File: src/design/perspective_vertex_project_top_assert.svh
// Assertion macros shared by the perspective projection block.
// Each macro expects clk and rst_n in scope.
`ifndef PERSPECTIVE_VERTEX_PROJECT_TOP_ASSERT_SVH
`define PERSPECTIVE_VERTEX_PROJECT_TOP_ASSERT_SVH

// Same-cycle implication.
`define PVP_ASSERT_NOW(label, ante, cons) \
    label: assert property (@(posedge clk) disable iff (!rst_n) (ante) |-> (cons)) \
        else $error("assertion failed: label");

// Next-cycle implication.
`define PVP_ASSERT_NEXT(label, ante, cons) \
    label: assert property (@(posedge clk) disable iff (!rst_n) (ante) |=> (cons)) \
        else $error("assertion failed: label");

`endif

File: src/design/pvp_pkg.sv
//------------------------------------------------------------------------------
// pvp_pkg
// Shared types and constants of the perspective projection pipeline.
//------------------------------------------------------------------------------
`timescale 1ns / 1ps
`default_nettype none

package pvp_pkg;

    localparam int FRAC_BITS = 16;
    localparam logic signed [31:0] ONE = 32'sd1 <<< FRAC_BITS;
    localparam int DIV_STEPS = 33;
    localparam int NUM_LANES = 3;

    typedef enum logic [2:0] {
        REG_X_SCALE      = 3'd0,
        REG_Y_SCALE      = 3'd1,
        REG_ASPECT_RATIO = 3'd2,
        REG_NEAR_PLANE   = 3'd3,
        REG_FAR_PLANE    = 3'd4
    } reg_idx_t;

    typedef struct packed {
        logic [30:0] x_scale;
        logic [30:0] y_scale;
        logic [30:0] aspect_ratio;
        logic [30:0] near_plane;
        logic [30:0] far_plane;
    } cfg_t;

    // One division in flight: partial remainder, shifted divisor, quotient so far.
    typedef struct packed {
        logic [63:0] rem;
        logic [63:0] dsr;
        logic [32:0] quo;
    } lane_t;

    typedef struct packed {
        logic [NUM_LANES-1:0] neg;
        logic [NUM_LANES-1:0] ovf;
        logic                 depth_en;
        logic                 bad;
        logic                 inv;
    } side_t;

    typedef struct packed {
        lane_t [NUM_LANES-1:0] lane;
        side_t                 side;
    } stage_t;

endpackage

`default_nettype wire

File: src/design/pvp_back.sv
//------------------------------------------------------------------------------
// pvp_back
// Sign, saturation, clip-box test, bad-depth zeroing and the output register.
//------------------------------------------------------------------------------
`timescale 1ns / 1ps
`default_nettype none

module pvp_back (
    input  wire logic            clk,
    input  wire logic            rst_n,
    input  wire logic            en,
    input  wire logic            in_valid,
    input  wire pvp_pkg::stage_t in_stage,
    output logic                 out_valid,
    output logic [95:0]          out_data,
    output logic [2:0]           out_user
);

    function automatic logic [31:0] sat(input logic [32:0] q, input logic ovf,
                                        input logic neg);
        logic big;
        big = ovf || q[32] || q[31];
        if (neg)
            sat = big ? 32'h8000_0000 : 32'(-q[31:0]);
        else
            sat = big ? 32'h7FFF_FFFF : q[31:0];
    endfunction

    logic signed [31:0] nx, ny, nd;
    logic               inc;
    logic               valid_reg;
    logic [95:0]        data_reg;
    logic [2:0]         user_reg;
    logic [95:0]        data_next;
    logic [2:0]         user_next;

    always_comb
    begin
        nx = $signed(sat(in_stage.lane[0].quo, in_stage.side.ovf[0], in_stage.side.neg[0]));
        ny = $signed(sat(in_stage.lane[1].quo, in_stage.side.ovf[1], in_stage.side.neg[1]));
        nd = in_stage.side.depth_en
           ? $signed(sat(in_stage.lane[2].quo, in_stage.side.ovf[2], in_stage.side.neg[2]))
           : 32'sd0;
        inc = (nx > -pvp_pkg::ONE) && (nx < pvp_pkg::ONE)
           && (ny > -pvp_pkg::ONE) && (ny < pvp_pkg::ONE)
           && (nd > 32'sd0) && (nd < pvp_pkg::ONE);
        if (in_stage.side.bad)
        begin
            data_next = '0;
            user_next = 3'b100;
        end
        else
        begin
            data_next = {nd, ny, nx};
            user_next = {1'b0, inc, in_stage.side.inv};
        end
    end

    always_ff @(posedge clk or negedge rst_n)
    begin
        if (!rst_n)
        begin
            valid_reg <= 1'b0;
        end
        else if (en)
        begin
            valid_reg <= in_valid;
        end
    end

    always_ff @(posedge clk)
    begin
        if (en)
        begin
            data_reg <= data_next;
            user_reg <= user_next;
        end
    end

    assign out_valid = valid_reg;
    assign out_data  = data_reg;
    assign out_user  = user_reg;

endmodule

`default_nettype wire

File: config.mk
export PLATFORM = sky130hd
export DESIGN_NAME = pvp_back
export DESIGN_NICKNAME = d
export VERILOG_FILES = /design/src/design/perspective_vertex_project_top_assert.svh /design/src/design/pvp_pkg.sv /design/src/design/pvp_back.sv
export SDC_FILE = /design/constraint.sdc
export NUM_CORES = 1
export LEC_CHECK = 0
export BUFFER_PORTS_ARGS = -buffer_cell sky130_fd_sc_hd__buf_2
export CAP_MARGIN = 25
export CORE_AREA = 4 4 231 233
export CTS_BUF_LIST = sky130_fd_sc_hd__clkbuf_8
export DETAILED_ROUTE_END_ITERATION = 10
export DIE_AREA = 0 0 235 237
export GPL_TIMING_DRIVEN = 0
export PLACE_DENSITY_LB_ADDON = 0.08
export SLEW_MARGIN = 20
export SYNTH_ARGS = -nofsm -noshare
export SYNTH_HDL_FRONTEND = slang
export SYNTH_SLANG_ARGS = --single-unit
File: constraint.sdc
create_clock -name clk -period 1 [get_ports clk]
set_clock_uncertainty 0.2 [all_clocks]
set_input_delay 0.2 -clock clk [delete_from_list [all_inputs] [get_ports clk]]
set_output_delay 0.2 -clock clk [all_outputs]
set_load 0.02 [all_outputs]
# == Word-level counts from Yosys, hierarchy flattened ==
# Cells that the tools add are included.
# word_totals
elab_cells,35
register_bits,100
in_bits,496
out_inout_bits,100
# op_classes
n_addsub,3
magnitude_cmp,6
n_mux,11
n_reduce_logical,11
# ops
cell,count
32-bit 2-to-1 mux,10
"32-bit by 18-bit less-than comparator with 1-bit output, second input constant",3
32-bit negation,3
"32-bit by 17-bit > comparator with 1-bit output, second input constant",2
"32-bit by 1-bit > comparator with 1-bit output, second input constant",1
1-bit logical OR,6
1-bit logical AND,5
3-bit 2-to-1 mux,1

# == Logic depth before layout (Yosys ltp) ==
# logic_depth
ltp_word,11
mapped_depth,12

# == Worst setup path after synthesis ==
# OpenSTA, ideal clock, no wires.
# synth_timing
path_kind,input to register
startpoint,input in_stage[17] (netlist name)
endpoint,register user_reg[1] (netlist: out_user[1]) (data pin)
arrival_time_ns,2.919
path_slack_ns,-2.277
cell_stages,10
cell_sequence,buf_6 > or4_4 > or4_4 > nor3_1 > o31ai_1 > or4_1 > or4_1 > a311oi_1 > o221ai_1 > a211oi_2
# synth_via
elab_chain_cells,9
# synth_rtl
element,line_no,rtl
from (decl),pvp_back.sv:13,"input wire pvp_pkg::stage_t in_stage,"
32-bit negation,pvp_back.sv:24,sat = big ? 32'h8000_0000 : 32'(-q[31:0]);
32-bit 2-to-1 mux,pvp_back.sv:24,
32-bit 2-to-1 mux (*),pvp_back.sv:23,if (neg)
32-bit by 17-bit > comparator with 1-bit output or 32-bit by 18-bit less-than comparator with 1-bit output (tied branches),pvp_back.sv:44,inc = (nx > -pvp_pkg::ONE) && (nx < pvp_pkg::ONE)
1-bit logical AND (*),pvp_back.sv:44,
1-bit logical AND (*) (2 in a row),pvp_back.sv:45,&& (ny > -pvp_pkg::ONE) && (ny < pvp_pkg::ONE)
1-bit logical AND (*) (2 in a row),pvp_back.sv:46,&& (nd > 32'sd0) && (nd < pvp_pkg::ONE);
to (signal assigned),pvp_back.sv:76,user_reg <= user_next;
to (decl),pvp_back.sv:33,logic [2:0] user_reg;
# Mark *: on every way between the ends. The rest lies on a longest branch, timed or not.
# A chain may end at the register's enable or synchronous reset.

# == Worst setup path after layout ==
# Same ends and word-level chain as after synthesis.

==> impl_results.rst <==
.. list-table::
   :header-rows: 1

   * - Metric
     - Value
   * - Vias after detailed routing
     - 9,210
   * - Kind of capture point of the worst setup path
     - flip-flop
   * - TNS Setup
     - -119.34 ns
   * - Worst Path Arrival
     - 3.34 ns
   * - CP max FO
     - 4
   * - Period utilisation layout
     - 325%
   * - Number of maximum-capacitance constraint violations
     - 0
   * - Final instance area
     - between 0.01 and 0.015 sq mm
   * - Avg Inst Size Synth
     - a little over 8 sq um
   * - Setup repair after global routing missed its margin
     - yes
   * - Outcome
     - complete, but fails checks
   * - Area fraction in compound gates after synthesis
     - approximately a fifth
   * - Failing checks
     - negative hold slack, negative setup slack
   * - Post-synth EDFFs
     - 99
   * - Final core utilization
     - between 20% and 30%
   * - Peak supply drop
     - 589 uV
   * - Initial cell density of the core
     - 15.2%
   * - Count of endpoints failing setup in the final report
     - 198
   * - YS warnings
     - 0
   * - Synthesized netlist net count
     - 1,445
   * - Leakage Power
     - 0.00547 uW
   * - Post-DR wirelength/cell
     - 22.2 microns
   * - Startpoint-to-endpoint class of the critical path
     - in -> reg
   * - Total routing resource utilization after global routing
     - 15.2%
   * - Final setup margin
     - -2.25 ns
   * - Unique masters post-synth
     - 81
   * - Area share of fa/ha/maj cells after synthesis
     - less than 1%
   * - CTS Buf Count
     - 9
   * - Area of the die
     - 0.0557 sq mm
   * - Slew at the pin closest to its max-slew limit
     - 0.632 ns
   * - Layout fillers
     - 5,387
   * - Cell taking the most area after synthesis
     - sky130_fd_sc_hd__edfxtp_1
   * - Post-Synthesis Cells
     - 946
   * - Final-layout worst hold slack
     - -0.112 ns
   * - Ys async rst share
     - 1.00%
   * - Top cell type's share of synthesized area
     - 38.1%
   * - Routed vias/inst
     - 4.62
   * - Number of synthesized register bits
     - 100
   * - # nets final
     - between 1.5k and 2k
   * - Pwr dens
     - 889 mW/mm^2
   * - P&R area growth vs syn
     - 91.7%
   * - Placeable core region
     - 0.0512 sq mm
   * - Via count of the first global-routing pass
     - 9,226
   * - Remaining global-route overflow
     - 0
   * - CTS max path bufs
     - 2
   * - Wire length of the first global-routing pass
     - 64,000 microns
   * - Antenna violations before repair
     - 6
   * - Leading register cell type out of synthesis
     - sky130_fd_sc_hd__edfxtp_1
   * - H-tree depth
     - 3
   * - Number of hold-repair buffers added at the cts stage
     - 5
   * - Sort of element at the start of the critical path
     - primary input
   * - Root buf cell
     - sky130_fd_sc_hd__clkbuf_8
   * - Critical path, cell by cell
     - buf_12 > or4_4 > or4_4 > o311ai_4 > nand3_4 > or4_4 > or4_4 > a311oi_4 > o221ai_2 > a211oi_2
   * - Post-Syn Area
     - 0.00780 sq mm
   * - Top area cells in the synthesized netlist
     - sky130_fd_sc_hd__edfxtp_1, sky130_fd_sc_hd__nor2_1, sky130_fd_sc_hd__a21oi_1
   * - Critical-path cell with the highest stage delay
     - sky130_fd_sc_hd__or4_4
   * - Mux share of post-synthesis cell area
     - 1.44%
   * - Worst min-delay path category
     - in -> reg
   * - Vertical die dimension
     - 237 microns
   * - Final worst path period need
     - 3.25 ns
   * - Category of cells accounting for the largest share of critical-path delay
     - simple AND/OR/NAND/NOR gates
   * - Worst path max stage delay
     - 0.54 ns
   * - Number of primary I/O pins
     - 596
   * - Number of nets with antenna violations after routing
     - 0
   * - Cell repeated most along the worst path
     - sky130_fd_sc_hd__or4_4
   * - DR iter-0 viols
     - 502
   * - Total placed cells including tap cells
     - 1,819
   * - Clock net sink count
     - 100
   * - Number of max-slew violations in the final report
     - 0
   * - PortBufs
     - 192
   * - HPWL after detailed placement
     - roughly 33,000 microns
   * - Width of the die
     - 235 microns
   * - Pre-antenna DRT Iters
     - 5
   * - Post-CTS clock slew at the launch and capture registers of the worst setup and hold paths
     - 0.14 ns
   * - Largest net degree at the start of global routing
     - 52
   * - Data required time at the worst endpoint
     - 1.08 ns
   * - Post-synthesis simple-gate area fraction
     - about a third
   * - Number of buffers and inverters on the critical path
     - 1
   * - Number of design rule violations left after detail routing
     - 0
   * - Dominant combinational cell family by area after synthesis
     - simple AND/OR/NAND/NOR gates
   * - Achievable frequency
     - 307 MHz
   * - Worst skew pair latency
     - 0.45 ns
   * - Routed wire length
     - 44,200 microns
   * - Max_slew headroom
     - between 50% and 60%
   * - Sequential area share after synthesis
     - 38.5%
   * - Final hold violation count
     - 27
   * - Final cell count without fillers
     - around 2k
   * - Gpl congestion
     - a little over 0.8
   * - Placement Rows
     - 83
   * - TritonCTS clock tree
     - yes
   * - Share of layout cells above drive strength 1
     - 55.1%
   * - Xor and xnor fraction of the mapped netlist area
     - around 3.7%
   * - Placed instance area
     - 0.0106 sq mm
logic make-up (layout without fill, tap and decap cells):
group / count (synthesis) / count (layout)
compound gates: 220 / 220
xor+xnor: 33 / 33
fa+ha+maj: 3 / 3
buf+inv: 87 / 453
flops: 100 / 100
mux: 11 / 11
other cells: 0 / 1
simple gates: 492 / 492
routing by layer:
metal  global-route usage (%)  vias to the layer above  routed length, microns
met3                     4.02                       45                    2620
met5                        0                        -                      37
met1                     19.7                     4573                   19200
li1                         -                     4315                       -
met4                     3.17                        6                     852
met2                     25.7                      271                   21500
synth_stat cells, types with 14 or more instances:
cell type	count
sky130_fd_sc_hd__o21ai_0	48
sky130_fd_sc_hd__inv_1	14
sky130_fd_sc_hd__a21oi_1	49
sky130_fd_sc_hd__nor2_1	199
sky130_fd_sc_hd__nand3_1	27
sky130_fd_sc_hd__o31ai_1	16
sky130_fd_sc_hd__nand4_1	16
sky130_fd_sc_hd__edfxtp_1	99
sky130_fd_sc_hd__xnor2_1	27
sky130_fd_sc_hd__clkbuf_1	55
sky130_fd_sc_hd__nand2_1	64
sky130_fd_sc_hd__or3_1	19
sky130_fd_sc_hd__nor4_1	34
sky130_fd_sc_hd__nor3_1	43
sky130_fd_sc_hd__a31oi_1	18
path summary, 6_finish.rpt:
path	startpoint	endpoint	slack, ns	cells after the start
setup / recovery	in_stage[17]	out_user[1]	-2.25	10
hold / removal	en	out_data[37]	-0.11	1
setup reg to reg	out_valid	out_valid	0	1
hold reg to reg	out_valid	out_valid	0.37	1
max in group asynchronous	rst_n	out_valid	0.12	3
min in group asynchronous	rst_n	out_valid	0.37	3
layout make-up:
| class | count | area (sq um) | area share [%] |
|---|---|---|---|
| diodes | 1 | 2.50 | 0.0167 |
| clock buffers | 9 | 124 | 0.829 |
| clock inverters | 7 | 108 | 0.720 |
| multi-input cells | 759 | 6510 | 43.5 |
| inverters | 16 | 106 | 0.712 |
| repair buffers | 353 | 3350 | 22.4 |
| plain buffers | 68 | 903 | 6.04 |
| flip-flops and latches | 100 | 3000 | 20.1 |
| well taps | 680 | 851 | 5.69 |
repair_timing:
action	in CTS	in global routing
pin swaps	101	76
setup endpoints to repair	249	249
hold endpoints to repair	32	55
buffers inserted	116	52
gates resized for setup	341	388
state kept, by name (all words and copies together), names as in the netlist:
register,count
out_data,96
out_user,3
out_valid,1
placed cells by master (no fill, tap or decap), types with 11 or more instances in the layout:
| cell type | netlist | final |
|---|---|---|
| sky130_fd_sc_hd__nor3_4 | 0 | 13 |
| sky130_fd_sc_hd__xnor2_2 | 0 | 14 |
| sky130_fd_sc_hd__nor4_1 | 34 | 11 |
| sky130_fd_sc_hd__buf_2 | 2 | 75 |
| sky130_fd_sc_hd__clkbuf_8 | 5 | 20 |
| sky130_fd_sc_hd__nand3_1 | 27 | 14 |
| sky130_fd_sc_hd__buf_8 | 0 | 17 |
| sky130_fd_sc_hd__or4_4 | 3 | 13 |
| sky130_fd_sc_hd__buf_12 | 0 | 20 |
| sky130_fd_sc_hd__a21oi_1 | 49 | 38 |
| sky130_fd_sc_hd__nand2_1 | 64 | 43 |
| sky130_fd_sc_hd__clkbuf_16 | 0 | 13 |
| sky130_fd_sc_hd__a21oi_2 | 0 | 11 |
| sky130_fd_sc_hd__nor2_1 | 199 | 155 |
| sky130_fd_sc_hd__nand2_4 | 0 | 13 |
| sky130_fd_sc_hd__or3_4 | 1 | 12 |
| sky130_fd_sc_hd__edfxtp_1 | 99 | 99 |
| sky130_fd_sc_hd__nor2_4 | 0 | 13 |
| sky130_fd_sc_hd__o21ai_0 | 48 | 20 |
| sky130_fd_sc_hd__nor3_1 | 43 | 24 |
| sky130_fd_sc_hd__a31oi_1 | 18 | 13 |
| sky130_fd_sc_hd__nand4_1 | 16 | 16 |
| sky130_fd_sc_hd__buf_6 | 2 | 167 |
| sky130_fd_sc_hd__nor2_2 | 0 | 31 |
| sky130_fd_sc_hd__o21ai_4 | 0 | 14 |
| sky130_fd_sc_hd__nor4_4 | 0 | 19 |
| sky130_fd_sc_hd__buf_4 | 1 | 87 |
metrics by stage:
stage               power [uW]  setup slack, ns
floorplan                 7060            -2.25
global placement          8690            -3.59
detailed placement        8650            -3.52
CTS                      12800            -2.37
global route             13900            -2.31
finish                   13300            -2.25
where the power goes:
group	switching, uW	total (uW)	internal (uW)	leakage (uW)
Clock	2010	3260	1250	0.000114
Combinational	2710	4850	2140	0.00439
Sequential	177	5170	5000	0.000962
Power figures use the tool's default switching activity.
